<file path="src/design/prrt_pkg.sv">
// Shared types, codes and sizes of the pending request retry table.
// No dependencies; every other design file but prrt_ram refers to it by scoped names.
package prrt_pkg;

   localparam int TABLE_DEPTH = 16;
   localparam int IDX_W = (TABLE_DEPTH > 1) ? $clog2(TABLE_DEPTH) : 1;
   localparam int CNT_W = $clog2(TABLE_DEPTH + 1);

   localparam logic [1:0] CMD_ISSUE    = 2'd0;
   localparam logic [1:0] CMD_RESPONSE = 2'd1;
   localparam logic [1:0] CMD_TICK     = 2'd2;

   localparam logic [2:0] KIND_ACCEPTED  = 3'd0;
   localparam logic [2:0] KIND_DUPLICATE = 3'd1;
   localparam logic [2:0] KIND_FULL      = 3'd2;
   localparam logic [2:0] KIND_MATCHED   = 3'd3;
   localparam logic [2:0] KIND_UNMATCHED = 3'd4;
   localparam logic [2:0] KIND_RESEND    = 3'd5;
   localparam logic [2:0] KIND_EXPIRED   = 3'd6;
   localparam logic [2:0] KIND_DONE      = 3'd7;

   localparam logic REG_TIMEOUT      = 1'b0;
   localparam logic REG_MAX_ATTEMPTS = 1'b1;

   localparam logic [15:0] TIMEOUT_RESET      = 16'd10;
   localparam logic [2:0]  MAX_ATTEMPTS_RESET = 3'd4;

   typedef struct packed {
      logic [31:0] stamp;
      logic [2:0]  attempts;
      logic [15:0] id;
   } entry_type;

   localparam int ENTRY_W = $bits(entry_type);

   typedef struct packed {
      logic [15:0] timeout_sec;
      logic [2:0]  max_attempts;
   } cfg_type;

   typedef struct packed {
      logic               rd_en;
      logic [IDX_W-1:0]   rd_addr;
      logic               wr_en;
      logic [IDX_W-1:0]   wr_addr;
      entry_type          wr_data;
   } ram_req_type;

endpackage

</file>
<file path="src/design/prrt_ram.sv">
// Generic single-clock RAM, one write port and one registered read port.
// No dependencies.
module prrt_ram #(
   parameter int WIDTH = 8,
   parameter int DEPTH = 16,
   localparam int AW = (DEPTH > 1) ? $clog2(DEPTH) : 1
) (
   input  logic             clock,
   input  logic             wr_en,
   input  logic [AW-1:0]    wr_addr,
   input  logic [WIDTH-1:0] wr_data,
   input  logic             rd_en,
   input  logic [AW-1:0]    rd_addr,
   output logic [WIDTH-1:0] rd_data
);

   logic [WIDTH-1:0] mem [DEPTH];

   always_ff @(posedge clock) begin
      if (wr_en) begin
         mem[wr_addr] <= wr_data;
      end
      if (rd_en) begin
         rd_data <= mem[rd_addr];
      end
   end

endmodule

</file>
<file path="src/design/prrt_csr.sv">
// Configuration registers of the retry table behind an APB-style port.
// Depends on prrt_pkg for the register codes and the config struct.
module prrt_csr (
   input  logic                 clock,
   input  logic                 reset,
   input  logic                 csr_psel,
   input  logic                 csr_penable,
   input  logic                 csr_pwrite,
   input  logic [2:0]           csr_paddr,
   input  logic [31:0]          csr_pwdata,
   output logic [31:0]          csr_prdata,
   output logic                 csr_pready,
   output prrt_pkg::cfg_type    cfg
);

   logic [15:0] timeout_ff, timeout_in;
   logic [2:0]  max_att_ff, max_att_in;
   logic        wr_stb;

   assign csr_pready = 1'b1;
   assign wr_stb = csr_psel & csr_penable & csr_pwrite;

   always_comb begin
      timeout_in = timeout_ff;
      max_att_in = max_att_ff;
      if (wr_stb) begin
         unique case (csr_paddr[2])
            prrt_pkg::REG_TIMEOUT:      timeout_in = csr_pwdata[15:0];
            prrt_pkg::REG_MAX_ATTEMPTS: max_att_in = csr_pwdata[2:0];
            default:                    timeout_in = timeout_ff;
         endcase
      end
   end

   always_comb begin
      unique case (csr_paddr[2])
         prrt_pkg::REG_TIMEOUT:      csr_prdata = {16'd0, timeout_ff};
         prrt_pkg::REG_MAX_ATTEMPTS: csr_prdata = {29'd0, max_att_ff};
         default:                    csr_prdata = 32'd0;
      endcase
   end

   always_ff @(posedge clock) begin
      if (reset) begin
         timeout_ff <= prrt_pkg::TIMEOUT_RESET;
         max_att_ff <= prrt_pkg::MAX_ATTEMPTS_RESET;
      end else begin
         timeout_ff <= timeout_in;
         max_att_ff <= max_att_in;
      end
   end

   assign cfg.timeout_sec  = timeout_ff;
   assign cfg.max_attempts = max_att_ff;

endmodule

</file>
<file path="src/design/prrt_ctrl.sv">
// Sequencer of the retry table: lookup pass, report, compacting sweep, done.
// Depends on prrt_pkg; drives the table RAM through a ram_req_type struct.
module prrt_ctrl (
   input  logic                              clock,
   input  logic                              reset,
   input  prrt_pkg::cfg_type                 cfg,
   input  logic                              req_valid,
   output logic                              req_ready,
   input  logic [1:0]                        req_cmd,
   input  logic [15:0]                       req_id,
   input  logic [31:0]                       req_now,
   output logic                              rsp_valid,
   input  logic                              rsp_ready,
   output logic [2:0]                        rsp_kind,
   output logic [15:0]                       rsp_id,
   output logic [2:0]                        rsp_attempt,
   output logic                              rsp_last,
   output prrt_pkg::ram_req_type             ram_req,
   input  prrt_pkg::entry_type               ram_rd_data
);

   typedef enum logic [2:0] {
      S_IDLE,
      S_FIND,
      S_REPORT,
      S_SWEEP,
      S_DONE
   } state_type;

   state_type                   state_ff, state_in;
   logic [1:0]                  cmd_ff, cmd_in;
   logic [15:0]                 id_ff, id_in;
   logic [31:0]                 now_ff, now_in;
   logic [prrt_pkg::CNT_W-1:0]  count_ff, count_in;
   logic [prrt_pkg::CNT_W-1:0]  rptr_ff, rptr_in;
   logic [prrt_pkg::CNT_W-1:0]  wptr_ff, wptr_in;
   logic                        pend_ff, pend_in;
   logic                        hit_ff, hit_in;
   logic [2:0]                  hit_att_ff, hit_att_in;
   logic                        ovld_ff, ovld_in;
   logic [2:0]                  okind_ff, okind_in;
   logic [15:0]                 oid_ff, oid_in;
   logic [2:0]                  oatt_ff, oatt_in;
   logic                        olast_ff, olast_in;

   logic                        out_free;
   logic                        more;
   logic [31:0]                 age;
   logic                        timed_out;

   assign out_free  = !ovld_ff || rsp_ready;
   assign more      = rptr_ff < count_ff;
   assign age       = now_ff - ram_rd_data.stamp;
   assign timed_out = age >= {16'd0, cfg.timeout_sec};

   always_comb begin
      state_in   = state_ff;
      cmd_in     = cmd_ff;
      id_in      = id_ff;
      now_in     = now_ff;
      count_in   = count_ff;
      rptr_in    = rptr_ff;
      wptr_in    = wptr_ff;
      pend_in    = pend_ff;
      hit_in     = hit_ff;
      hit_att_in = hit_att_ff;
      ovld_in    = ovld_ff && !rsp_ready;
      okind_in   = okind_ff;
      oid_in     = oid_ff;
      oatt_in    = oatt_ff;
      olast_in   = olast_ff;
      ram_req    = '0;
      ram_req.rd_addr = rptr_ff[prrt_pkg::IDX_W-1:0];

      unique case (state_ff)
         S_IDLE: begin
            rptr_in = '0;
            wptr_in = '0;
            pend_in = 1'b0;
            hit_in  = 1'b0;
            if (req_valid) begin
               cmd_in = req_cmd;
               id_in  = req_id;
               now_in = req_now;
               unique case (req_cmd)
                  prrt_pkg::CMD_ISSUE,
                  prrt_pkg::CMD_RESPONSE: state_in = S_FIND;
                  prrt_pkg::CMD_TICK:     state_in = S_SWEEP;
                  default:                state_in = S_IDLE;
               endcase
            end
         end

         S_FIND: begin
            if (pend_ff && ram_rd_data.id == id_ff) begin
               hit_in     = 1'b1;
               hit_att_in = ram_rd_data.attempts;
               pend_in    = 1'b0;
               state_in   = S_REPORT;
            end else if (more) begin
               ram_req.rd_en = 1'b1;
               rptr_in = rptr_ff + 1'b1;
               pend_in = 1'b1;
            end else begin
               pend_in = 1'b0;
               if (!pend_ff) begin
                  state_in = S_REPORT;
               end
            end
         end

         S_REPORT: begin
            if (out_free) begin
               ovld_in = 1'b1;
               oid_in  = id_ff;
               rptr_in = '0;
               wptr_in = '0;
               pend_in = 1'b0;
               if (cmd_ff == prrt_pkg::CMD_ISSUE) begin
                  olast_in = 1'b1;
                  state_in = S_IDLE;
                  oatt_in  = 3'd0;
                  if (hit_ff) begin
                     okind_in = prrt_pkg::KIND_DUPLICATE;
                  end else if (count_ff >= prrt_pkg::CNT_W'(prrt_pkg::TABLE_DEPTH)) begin
                     okind_in = prrt_pkg::KIND_FULL;
                  end else begin
                     okind_in = prrt_pkg::KIND_ACCEPTED;
                     oatt_in  = 3'd1;
                     ram_req.wr_en   = 1'b1;
                     ram_req.wr_addr = count_ff[prrt_pkg::IDX_W-1:0];
                     ram_req.wr_data = '{stamp: now_ff, attempts: 3'd1, id: id_ff};
                     count_in = count_ff + 1'b1;
                  end
               end else begin
                  olast_in = 1'b0;
                  state_in = S_SWEEP;
                  okind_in = hit_ff ? prrt_pkg::KIND_MATCHED : prrt_pkg::KIND_UNMATCHED;
                  oatt_in  = hit_ff ? hit_att_ff : 3'd0;
               end
            end
         end

         S_SWEEP: begin
            if (out_free) begin
               if (pend_ff) begin
                  if (hit_ff && ram_rd_data.id == id_ff) begin
                     // matched entry leaves the table: no write-back
                  end else if (timed_out && ram_rd_data.attempts >= cfg.max_attempts) begin
                     ovld_in  = 1'b1;
                     okind_in = prrt_pkg::KIND_EXPIRED;
                     oid_in   = ram_rd_data.id;
                     oatt_in  = ram_rd_data.attempts;
                     olast_in = 1'b0;
                  end else begin
                     ram_req.wr_en   = 1'b1;
                     ram_req.wr_addr = wptr_ff[prrt_pkg::IDX_W-1:0];
                     ram_req.wr_data = ram_rd_data;
                     wptr_in = wptr_ff + 1'b1;
                     if (timed_out) begin
                        ram_req.wr_data.attempts = ram_rd_data.attempts + 3'd1;
                        ram_req.wr_data.stamp    = now_ff;
                        ovld_in  = 1'b1;
                        okind_in = prrt_pkg::KIND_RESEND;
                        oid_in   = ram_rd_data.id;
                        oatt_in  = ram_rd_data.attempts + 3'd1;
                        olast_in = 1'b0;
                     end
                  end
               end
               if (more) begin
                  ram_req.rd_en = 1'b1;
                  rptr_in = rptr_ff + 1'b1;
                  pend_in = 1'b1;
               end else begin
                  pend_in = 1'b0;
                  if (!pend_ff) begin
                     count_in = wptr_ff;
                     state_in = S_DONE;
                  end
               end
            end
         end

         S_DONE: begin
            if (out_free) begin
               ovld_in  = 1'b1;
               okind_in = prrt_pkg::KIND_DONE;
               oid_in   = 16'd0;
               oatt_in  = 3'd0;
               olast_in = 1'b1;
               state_in = S_IDLE;
            end
         end

         default: state_in = S_IDLE;
      endcase
   end

   always_ff @(posedge clock) begin
      if (reset) begin
         state_ff <= S_IDLE;
         count_ff <= '0;
         pend_ff  <= 1'b0;
         hit_ff   <= 1'b0;
         ovld_ff  <= 1'b0;
         rptr_ff  <= '0;
         wptr_ff  <= '0;
      end else begin
         state_ff <= state_in;
         count_ff <= count_in;
         pend_ff  <= pend_in;
         hit_ff   <= hit_in;
         ovld_ff  <= ovld_in;
         rptr_ff  <= rptr_in;
         wptr_ff  <= wptr_in;
      end
      cmd_ff     <= cmd_in;
      id_ff      <= id_in;
      now_ff     <= now_in;
      hit_att_ff <= hit_att_in;
      okind_ff   <= okind_in;
      oid_ff     <= oid_in;
      oatt_ff    <= oatt_in;
      olast_ff   <= olast_in;
   end

   assign req_ready   = state_ff == S_IDLE;
   assign rsp_valid   = ovld_ff;
   assign rsp_kind    = okind_ff;
   assign rsp_id      = oid_ff;
   assign rsp_attempt = oatt_ff;
   assign rsp_last    = olast_ff;

endmodule

</file>
<file path="src/design/pending_request_retry_table.sv">
// Top level of the pending request retry table: stream ports, APB registers.
// Depends on prrt_pkg, prrt_ram, prrt_csr and prrt_ctrl.
//
//   channel   direction  handshake              payload
//   req_*     in         req_tvalid/req_tready  tuser cmd, tdata id + now_sec
//   rsp_*     out        rsp_tvalid/rsp_tready  tuser kind, tdata id + attempt, tlast
//   csr_*     in         psel/penable/pready    timeout_sec @0x0, max_attempts @0x4
//
// One request at a time; the table sits in a single RAM with one read port,
// so every pass walks it at one entry per cycle, a sweep only while its results are taken.
// Issue: lookup pass then report. Tick: sweep, done. Response: lookup,
// report, sweep, done. The sweep rewrites surviving entries downward, so
// removals cost no extra pass. A stalled result holds the sequencer in
// place until it is taken. Reset empties the table at once (count cleared)
// and loads the register defaults; RAM contents need no clearing.
module pending_request_retry_table (
   input  logic        clock,
   input  logic        reset,
   // request in
   input  logic        req_tvalid,
   output logic        req_tready,
   input  logic [47:0] req_tdata,   // [15:0] req_id, [47:16] now_sec
   input  logic [1:0]  req_tuser,   // [1:0] cmd
   // result out
   output logic        rsp_tvalid,
   input  logic        rsp_tready,
   output logic [23:0] rsp_tdata,   // [15:0] out_id, [18:16] attempt, [23:19] zero
   output logic [2:0]  rsp_tuser,   // [2:0] kind
   output logic        rsp_tlast,
   // configuration
   input  logic        csr_psel,
   input  logic        csr_penable,
   input  logic        csr_pwrite,
   input  logic [2:0]  csr_paddr,
   input  logic [31:0] csr_pwdata,
   output logic [31:0] csr_prdata,
   output logic        csr_pready
);

   prrt_pkg::cfg_type      cfg;
   prrt_pkg::ram_req_type  ram_req;
   prrt_pkg::entry_type    ram_rd_data;
   logic [15:0]            rsp_id;
   logic [2:0]             rsp_attempt;

   // hold the register file
   prrt_csr u_csr (
      .clock       (clock),
      .reset       (reset),
      .csr_psel    (csr_psel),
      .csr_penable (csr_penable),
      .csr_pwrite  (csr_pwrite),
      .csr_paddr   (csr_paddr),
      .csr_pwdata  (csr_pwdata),
      .csr_prdata  (csr_prdata),
      .csr_pready  (csr_pready),
      .cfg         (cfg)
   );

   // hold the table entries: id, attempt count, send stamp
   prrt_ram #(
      .WIDTH (prrt_pkg::ENTRY_W),
      .DEPTH (prrt_pkg::TABLE_DEPTH)
   ) u_ram (
      .clock   (clock),
      .wr_en   (ram_req.wr_en),
      .wr_addr (ram_req.wr_addr),
      .wr_data (ram_req.wr_data),
      .rd_en   (ram_req.rd_en),
      .rd_addr (ram_req.rd_addr),
      .rd_data (ram_rd_data)
   );

   // advance lookups and sweeps, one entry per cycle while no result stalls
   prrt_ctrl u_ctrl (
      .clock       (clock),
      .reset       (reset),
      .cfg         (cfg),
      .req_valid   (req_tvalid),
      .req_ready   (req_tready),
      .req_cmd     (req_tuser),
      .req_id      (req_tdata[15:0]),
      .req_now     (req_tdata[47:16]),
      .rsp_valid   (rsp_tvalid),
      .rsp_ready   (rsp_tready),
      .rsp_kind    (rsp_tuser),
      .rsp_id      (rsp_id),
      .rsp_attempt (rsp_attempt),
      .rsp_last    (rsp_tlast),
      .ram_req     (ram_req),
      .ram_rd_data (ram_rd_data)
   );

   assign rsp_tdata = {5'd0, rsp_attempt, rsp_id};

endmodule

</file>
<file path="config.mk">
export PLATFORM = sky130hd
export DESIGN_NAME = pending_request_retry_table
export DESIGN_NICKNAME = d
export VERILOG_FILES = /design/src/design/prrt_pkg.sv /design/src/design/prrt_ram.sv /design/src/design/prrt_csr.sv /design/src/design/prrt_ctrl.sv /design/src/design/pending_request_retry_table.sv
export SDC_FILE = /design/constraint.sdc
export NUM_CORES = 1
export LEC_CHECK = 0
export BUFFER_PORTS_ARGS = -buffer_cell sky130_fd_sc_hd__buf_2
export CORE_MARGIN = 1
export CORE_UTILIZATION = 40
export CTS_CLUSTER_DIAMETER = 60
export DETAILED_ROUTE_END_ITERATION = 8
export SKIP_LAST_GASP = 1
export SYNTH_ARGS = -nofsm -noshare
export SYNTH_HDL_FRONTEND = slang
export SYNTH_SLANG_ARGS = --single-unit
</file>
<file path="constraint.sdc">
create_clock -name clock -period 9 [get_ports clock]
set_clock_uncertainty 0.2 [all_clocks]
set_input_delay 0.45 -clock clock [delete_from_list [all_inputs] [get_ports clock]]
set_output_delay 0.45 -clock clock [all_outputs]
set_load 0.02 [all_outputs]
</file>
; Yosys cells after proc, flatten, opt, wreduce, memory -nomap -nowiden
; Memories as Yosys holds them, arrays and structs flattened. A register that Yosys moved wholly into a read port is not among the register bits.
; Index checks and enable logic that the tools add are counted.
; W data, S select, Z words.
[word_totals]
mem_bits_rw = 816
in_bits = 92
reg_bits = 116
mem_count = 1
elab_cells = 181
[op_classes]
n_eq_ne = 24
bitwise = 3
muxes = 99
n_lt_le_gt_ge = 4
n_addsub = 5
reduce_logical = 28
[memory_table]
columns = memory, words, width, rd, rd_ports_with_merged_regs, write_ports, line_no
row1 = u_ram.mem, 16, 51, 1, 1, 1, prrt_ram.sv:17  ; logic [WIDTH-1:0] mem [DEPTH];
[ops]
columns = cell, n
row1 = $mux W56, 8
row2 = $mux W16, 7
row3 = $pmux W56 S2, 1
row4 = $mux W3, 28
row5 = $mux W5, 15
row6 = $pmux W32 S2, 1
row7 = $pmux W16 S3, 1
row8 = $mux W35, 1
row9 = $ge A32 B16 Y1, 1
row10 = $sub A32 B32 Y32, 1
row11 = $mux W1, 23
row12 = $pmux W5 S4, 1
row13 = $pmux W3 S3, 2
row14 = $eq A16 B16 Y1, 1
row15 = $ne A2 B2 Y1 const B, 8
row16 = $reduce_and A8 Y1, 2
row17 = $add A5 B1 Y5 const B, 3
row18 = $pmux W3 S5, 1
row19 = $pmux W5 S3, 1
row20 = $ne A2 B1 Y1 const B, 6
row21 = $pmux W5 S2, 1
row22 = $reduce_and A2 Y1, 5
row23 = $reduce_and A7 Y1, 1
row24 = $eq A3 B2 Y1 const B, 2
row25 = other kinds (29), 42

; Depth between registers and ports, before layout
; Gate-level depths: netlist (run 1).
[logic_depth]
word_depth = 10
mapped_depth = 23
mapped_depth_nobuf = 21

; Modules after synthesis
; A second synthesis (run 1) with hierarchy kept.
[unflattened]
cells_unflattened = 2256
area_unflattened_um2 = 40717.8
[by_module_without_submodules]
columns = module, cells_each, n_inst, area_each_um2
row1 = prrt_ram, 1320, 1, 32125.8
row2 = prrt_ctrl, 809, 1, 7420.9
row3 = prrt_csr, 121, 1, 1129.8
row4 = pending_request_retry_table, 6, 1, 41.3

; Least setup slack after synthesis (run 1)
; OpenSTA, ideal clock, no wires.
[synth_path]
kind = register to register
from = register u_ram.rd_data[19] (read register of u_ram.mem)
to = memory u_ram.mem[12][0] (netlist bit) (enable)
stages_incl_launch_ff = 21
slack_ns = 0.292
required_ns = 8.264
setup_time_ns = 0.536
t_arrival_ns = 7.972
period_less_slack_ns = 8.708
cell_sequence = edfxtp_1 > ha_1 > fa_1 > nand2b_1 > a21oi_1 > nor2_1 > o21ai_0 > a21o_1 > a21oi_1 > xnor2_1 > ha_1 > nand2_1 > o21a_1 > o211ai_1 > a22o_1 > a211oi_1 > o211ai_1 > or4_4 > nor4_4 > a21oi_1 > a211oi_1
[synth_between]
elab_chain_cells = 10
[synth_rtl]
columns = element, line_no
row1 = start: declaration, prrt_ram.sv:14  ; output logic [WIDTH-1:0] rd_data
row2 = $sub A32 B32 Y32 *, prrt_ctrl.sv:53  ; assign age = now_ff - ram_rd_data.stamp;
row3 = $ge A32 B16 Y1 *, prrt_ctrl.sv:54  ; assign timed_out = age >= {16'd0, cfg.timeout_sec};
row4 = $logic_and A1 B1 Y1 *, prrt_ctrl.sv:149  ; end else if (timed_out && ram_rd_data.attempts >= cfg.max_attempts) begin
row5 = $mux W56 *, prrt_ctrl.sv:149
row6 = $mux W56 *, prrt_ctrl.sv:147  ; if (hit_ff && ram_rd_data.id == id_ff) begin
row7 = $mux W56 *, prrt_ctrl.sv:146  ; if (pend_ff) begin
row8 = $mux W56 *, prrt_ctrl.sv:145  ; if (out_free) begin
row9 = $pmux W56 S2 *, prrt_ctrl.sv:75  ; unique case (state_ff)
row10 = $mux W1, prrt_ram.sv:20  ; if (wr_en) begin
row11 = $mux W1 (not written as such), prrt_ram.sv:21  ; mem[wr_addr] <= wr_data;
row12 = end: declaration, prrt_ram.sv:17
; Every way passes the cells marked *; elsewhere a longest branch is shown, timed or not.

==> results of run 1 <==
-- state kept, by name, indices dropped and copies added, names as in the netlist, 2 cells and up --
register            count
u_ram.mem             816
u_ram.rd_data          51
u_ctrl.now_ff          32
u_csr.timeout_ff       16
u_ctrl.id_ff           16
u_ctrl.rsp_id          16
u_ctrl.count_ff         5
u_ctrl.rptr_ff          5
u_ctrl.wptr_ff          5
u_csr.max_att_ff        3
u_ctrl.hit_att_ff       3
u_ctrl.rsp_attempt      3
u_ctrl.rsp_kind         3
u_ctrl.state_ff         3
u_ctrl.cmd_ff           2
-- cells in the final DEF (no fill, tap or decap), drive strengths merged, types with 28 or more instances in the layout --
cell type,count
a21oi,79
clkinv,46
edfxtp,943
dlygate4sd3,67
clkbuf,118
nor2,96
o21ai,44
buf,157
nand2,93
ha,59
a22o,69
xor2,28
mux4,255
inv,70
dfxtp,40
-- synth_stat cells, drive strengths merged, types with 22 or more instances --
cell,instances,area (sq um)
xor2,28,245
o21ai,44,220
buf,55,333
a21oi,79,399
clkbuf,71,267
ha,59,738
nor2,96,360
inv,66,248
a22o,69,614
nand2,93,349
edfxtp,943,28300
mux4,255,5740
dfxtp,40,801
nand4,22,138
-- repair_timing --
action,4_1_cts,5_1_grt
setup endpoints to repair,0,0
endpoints found under the hold margin,71,0
hold buffers,67,0
-- metal layers --
metal	vias to the layer above	wire length, microns	global-route usage
met2	744	49100	0.323
met5	-	0	0
met1	11500	43000	0.272
met4	0	2280	0.0567
li1	9187	-	-
met3	137	6160	0.0308
-- cell type report --
| cell class | instances | area (sq um) |
|---|---|---|
| fill | 8281 | 53500 |
| sequential | 983 | 29100 |
| multi-input combinational | 999 | 10800 |
| clock buffer | 118 | 2590 |
| tap | 1357 | 1700 |
| timing repair buffer | 224 | 1610 |
| clock inverter | 64 | 667 |
| inverter | 67 | 251 |
-- per-stage QoR --
stage / setup WS [ns] / area [sq um] / total power [mW] / hold WS, ns
CTS: 1.75 / 46800 / 12.3 / 0.0510
detailed placement: 1.79 / 42800 / 8.12 / 0.256
finish: 1.66 / 46800 / 12.2 / 0.101
global route: 1.34 / 46800 / 12.6 / 0.0815
global placement: 1.83 / 42800 / 8.10 / 0.244
floorplan: 0.292 / 40600 / 7.36 / 0.236
-- kinds of logic (layout without fill, tap and decap cells) --
group           count (synthesis)  count (layout)
fa+ha+maj                      60              60
xor+xnor                       43              43
simple gates                  316             316
compound gates                292             292
buf+inv                       194             473
mux                           266             266
other cells                     2              22
flops                         983             983
-- critical path: cells and delay by family (launching register included) --
family          cells  cell delay [ns]
simple gates        7             2.83
flops               1             0.39
fa+ha+maj           3             1.01
compound gates      9             2.06
buf+inv             1             0.39
xor+xnor            1             0.14
-- power groups by stage --
| stage | Clock [mW] | Sequential [mW] | Combinational (mW) |
|---|---|---|---|
| finish | 4.11 | 5.59 | 2.46 |
| global route | 4.36 | 5.60 | 2.68 |
| CTS | 4.19 | 5.58 | 2.48 |
| detailed placement | 0 | 5.68 | 2.44 |
| global placement | 0 | 5.67 | 2.42 |
| floorplan | 0 | 5.58 | 1.78 |
-- final timing paths --
path	endpoint	slack, ns	cells past startpoint
setup / recovery	u_ram.mem[15][49]	1.66	21
hold / removal	u_csr.max_att_ff[2]	0.10	3
setup reg to reg	u_ram.mem[15][49]	1.66	21
hold reg to reg	u_csr.timeout_ff[7]	0.26	2
==> metrics.cfg, run 1 <==
[global_routing]
antenna_found_initial=2
grt_pass1_wl_mm=148
grt_usage=0.197
grt_max_degree=163
gr-total-overflow=0
grt_pass1_vias=21800

[synth]
synth_top_family_by_area=multiplexers
yosys_most_used_dff=edfxtp_1
synthXorXnorAreaFrac=0.00929
synth-seq-cells=983
synthDistinctLibCells=77
async_flop_share=0
yosys.area_share.adder=0.0187
seq_area_frac_synth=0.718
syn_area_per_cell_sq_um=18.8
synth-compound-area-share=0.0503
synth_edf_count=943
yosys.area_share.simple=0.0376
syn_area_sq_um=40500
synth_warnings=0
synth_mux_area_frac=0.145
synthCells=2156

[drt]
vias=21500
drc=0
drtIter0Drc=2117
wire_per_inst_microns=26.4
wl_mm=101
vias_per_cell=5.65
antenna_left=0
first_pass_iters=5

[clock_network]
cts_tree=done
clock_latency_ns=0.68
numCtsBuffers=100
cts-root-buf=clkbuf_16
clkSlewWorstSetupHoldPaths_ns=0.06
cts_num_sinks=983
h-tree-depth=3
cts.path.max_buffers=3
cts_resized=0
postCtsSetupBuffers=0

[worst_setup_path]
crit_type=reg -> reg
r2r-start=u_ram.rd_data[19]
cp-startpoint=u_ram.rd_data[19]
slowest_stage=and2_1
critPathArrivalTime_ns=7.52
max_stage_delay_ns=1.21
end_kind=flop
cp_cell_sequence=ha_1 -> fa_1 -> nand2b_1 -> a21oi_1 -> nor2_1 -> o21ai_0 -> a21o_1 -> a21oi_1 -> xnor2_1 -> ha_1 -> nand2_1 -> o21a_1 -> o211ai_1 -> a22o_1 -> a211oi_1 -> nand4_1 -> or3_1 -> nor4_2 -> and2_1 -> buf_4 -> a22o_1
worstPathRequired_ns=9.19
startpoint_type=flop
crit_fanout=21

[die]
die_w_microns=320
core_sq_um=100000
rows=116
dieArea_sq_um=103000
die_h_microns=320
initial_core_util=0.404
io_pins=155

[pwr]
vdd_drop_max_mv=0.225
p_seq_frac=0.459
sw_frac_of_total=0.282
clock_power_share=0.338
p_per_area_nw_per_um2=260
power_frac_comb=0.202
switchingPower_mw=3.42
power_leakage_nw=15.8
p_int_mw=8.73

[sta]
slew_headroom=0.0235
rsz0062_at_grt=false
setup_viol=0
period_share=0.815
tightestPinTransition_ns=1.46
min_period_ns=7.34
hold_violations=0
fmax_mhz=136
slew_viol_final=0
tns_ns=0

[finish]
final_nets=2527
drive_gt1_frac=0.254
area_delta_synth_final_pct=15.3
fin_util=0.466
stdcell_count=3812
diodes=0

[status]
status=finished, final reports clean

[placed_design]
post-dp-hpwl_mm=56.8
place.gp.congestion=0.838
port_buffers=114
dp_cells=3563

[hold_path]
min_path_type=in -> reg
min_from=csr_pwrite

[job]
drv_cap=0

No activity file was read; power rests on OpenSTA's default activity.
==> run 2: changes to the inputs <==
--- a/config.mk
+++ b/config.mk
@@ -5,6 +5,7 @@
 export SDC_FILE = /design/constraint.sdc
 export NUM_CORES = 1
 export LEC_CHECK = 0
+export ABC_AREA = 1
 export BUFFER_PORTS_ARGS = -buffer_cell sky130_fd_sc_hd__buf_2
 export CORE_MARGIN = 1
 export CORE_UTILIZATION = 40
==> constraint.sdc (replaced) <==
create_clock -name clock -period 7.1 [get_ports clock]
set_clock_uncertainty 0.2 [all_clocks]
set_input_delay 0.355 -clock clock [delete_from_list [all_inputs] [get_ports clock]]
set_output_delay 0.355 -clock clock [all_outputs]
set_load 0.02 [all_outputs]
==> metrics.cfg, run 2 <==
[worst_setup_path]
startpoint_type=flop
path_common_cell=nand2_1
slowest_stage=o21ai_1
max_stage_delay_ns=0.70  ; -0.51 ns
r2r-start=u_ctrl.now_ff[2]
r2r_setup_slack_ns=1.74  ; +0.07 ns
crit_fanout=32  ; +52%
critPathCapture=u_ram.mem[2][50]
cp-startpoint=u_ctrl.now_ff[2]
end_kind=flop
crit_type=reg -> reg
rr_worst_depth=24  ; +14%
timing.rr.end=u_ram.mem[2][50]
worstPathRequired_ns=7.19  ; -2.00 ns
cp_cell_sequence=ha_1 -> nand2_1 -> nor2_1 -> nand2_1 -> nand3_1 -> nand2_1 -> nand2_1 -> xor2_1 -> ha_1 -> a21oi_1 -> nor2_1 -> a211oi_1 -> nand2_1 -> nor2_1 -> nand2_1 -> nor2_1 -> nand2_1 -> nor2_1 -> nand2_2 -> nand2_4 -> nand3_2 -> inv_2 -> nand2_1 -> o21ai_1
critPathArrivalTime_ns=5.45  ; -2.07 ns

[sta]
tightestPinTransition_ns=1.31  ; -0.155 ns
tns_ns=0  ; unchanged
setup_viol=0  ; unchanged
slew_headroom=0.127  ; +0.103
rsz0062_at_grt=false
finalWorstSetupSlack_ns=1.74  ; +0.0744 ns
slew_viol_final=0  ; unchanged
hold_slack_ns=0.0820  ; -0.0193 ns
fmax_mhz=186  ; +37%
min_period_ns=5.36  ; -1.97 ns
period_share=0.755  ; -0.0599
hold_violations=0  ; unchanged

[global_routing]
gr-total-overflow=0  ; unchanged
antenna_found_initial=0  ; -2
grt_pass1_vias=25800  ; +19%
grt_max_degree=230  ; +41%
grt_pass1_wl_mm=160  ; +8.2%
grt_usage=0.198  ; +0.00118

[die]
core_sq_um=104000  ; +3.6%
initial_core_util=0.405  ; +0.000784
io_pins=155  ; unchanged
dieArea_sq_um=107000  ; +3.8%
die_h_microns=326  ; +1.9%
rows=118  ; +1.7%
die_w_microns=326  ; +1.9%

[finish]
diodes=0  ; unchanged
stdcell_count=5121  ; +34%
largest_register=u_ram.mem
final_cell_mix=edfxtp_1, nor2_1, nand2_1, o21ai_0, inv_1
layout_commonest_cell=edfxtp_1
reg_top3=u_ram.mem x816, u_ram.rd_data x51, u_ctrl.now_ff x32
area_delta_synth_final_pct=14.9
drive_gt1_frac=0.0989  ; -0.155
nFillCells=9233  ; +11%
final_nets=3806  ; +51%
fin_util=0.466  ; -0.000716
largest_register_ffs=816  ; unchanged
final_area_sq_um=48400  ; +3.5%

[placed_design]
place.gp.congestion=0.906  ; +8.0%
dp_cells=4853  ; +36%
port_buffers=114  ; unchanged
pre_cts_slack_ns=1.71  ; -0.0758 ns
post-dp-hpwl_mm=57.4  ; +0.96%
post_dp_cell_area_sq_um=44300  ; +3.4%

[job]
drv_cap=0  ; unchanged

[synth]
synth_top_cell_area_share=0.673  ; -0.0258
synth_edf_count=943  ; unchanged
synth_warnings=0  ; unchanged
synth_area_leaders=edfxtp_1, nor2_1, nand2_1
synth-seq-cells=983  ; unchanged
synth_common_cells=edfxtp_1, nor2_1, nand2_1, o21ai_0, inv_1
async_flop_share=0  ; unchanged
synth_largest_area_cell=edfxtp_1
syn_area_per_cell_sq_um=12.0  ; -36%
syn_area_sq_um=42100  ; +3.8%
synthCells=3498  ; +62%
seq_area_frac_synth=0.692  ; -0.0265
yosys_most_used_dff=edfxtp_1
synthDistinctLibCells=50  ; -35%
synth.most_common_cell=edfxtp_1

[pwr]
p_per_area_nw_per_um2=315  ; +21%
power_leakage_nw=16.2  ; +2.8%
vdd_drop_max_mv=0.180  ; -20%
design_power_total_mw=15.2  ; +25%

[clock_network]
clock_latency_ns=0.68  ; about the same
cts_num_sinks=983  ; unchanged
cts_tree=done
clkSlewWorstSetupHoldPaths_ns=0.06  ; about the same
h-tree-depth=3  ; unchanged
numCtsBuffers=102  ; +2.0%
cts_resized=0  ; unchanged
cts.path.max_buffers=3  ; unchanged
cts-root-buf=clkbuf_16

[drt]
first_pass_iters=6  ; +1
drc=0  ; unchanged
wl_mm=107  ; +6.6%
antenna_left=0  ; unchanged
vias=27500  ; +28%
wire_per_inst_microns=20.9  ; -21%
vias_per_cell=5.37  ; -5.0%
drtIter0Drc=2847  ; +34%

[hold_path]
min_path_type=in -> reg

[status]
status=finished, final reports clean

==> run 2: cell types whose count changed after synthesis, sizes merged, moves of 17 or more <==
cell    previous run  this run
mux4             255         0
mux2i              8        81
a22o              69        29
o221ai             0        82
o32ai              0       123
o21ai             44       299
nor2              96       586
nand2             93       474
nand2b            17         0
a21o              17         0
a21oi             79        61
nand3             17       134
clkbuf            71       155
inv               66       244
==> run 2: what timing repair did <==
action | CTS | global route
endpoints found under the hold margin | 98 | 0
hold buffers | 77 | 0
setup buffers | 0 | 0
==> run 2: kinds of logic (layout without fill, tap and decap cells) <==
family | Yosys count | count (layout) | synth area share
fa+ha+maj | 60 | 60 | 0.0180
flops | 983 | 983 | 0.692
mux | 81 | 81 | 0.0193
simple gates | 1231 | 1231 | 0.118
other cells | 2 | 22 | 0.000178
xor+xnor | 35 | 35 | 0.00728
buf+inv | 453 | 676 | 0.0435
compound gates | 653 | 653 | 0.102
==> run 2: worst max-delay path: cells and delay by family, from the launching register on <==
kind            cells  cell delay, ns
compound gates      3            1.02
xor+xnor            1            0.20
fa+ha+maj           2            0.72
buf+inv             1            0.66
flops               1            0.41
simple gates       17            1.76
==> run 2: power by group <==
group	switching (mW)	internal [mW]	total, mW
clock network	2.23	3.08	5.31
logic	2.06	0.935	3.00
registers	0.186	6.74	6.93
==> run 2: worst min-delay path by stage <==
stage	to	start	slack, ns	cells past startpoint
floorplan	u_csr.max_att_ff[1]	u_csr.max_att_ff[1]	0.25	2
global placement	u_csr.timeout_ff[2]	u_csr.timeout_ff[2]	0.28	2
detailed placement	u_ctrl.wptr_ff[4]	u_ctrl.wptr_ff[4]	0.29	2
CTS	u_csr.max_att_ff[1]	csr_paddr[2]	0.05	5
global route	u_ctrl.rsp_valid	rsp_tready	0.11	4
finish	u_ctrl.rsp_valid	rsp_tready	0.08	4
==> run 2: layout make-up <==
type	instances	area, sq um	area share
Sequential cell	983	29100	0.602
Multi-Input combinational cell	2082	11400	0.235
Clock buffer	133	2710	0.0560
Timing Repair Buffer	237	1860	0.0385
Tap cell	1380	1730	0.0357
Inverter	248	938	0.0194
Clock inverter	58	636	0.0131
==> run 2: metal layers <==
layer,up-vias,GRT usage,part of all wire
met1,13500,0.276,0.44
met2,933,0.317,0.46
met4,0,0.0602,0.027
li1,12900,-,-
met3,174,0.0344,0.073
met5,-,0,0
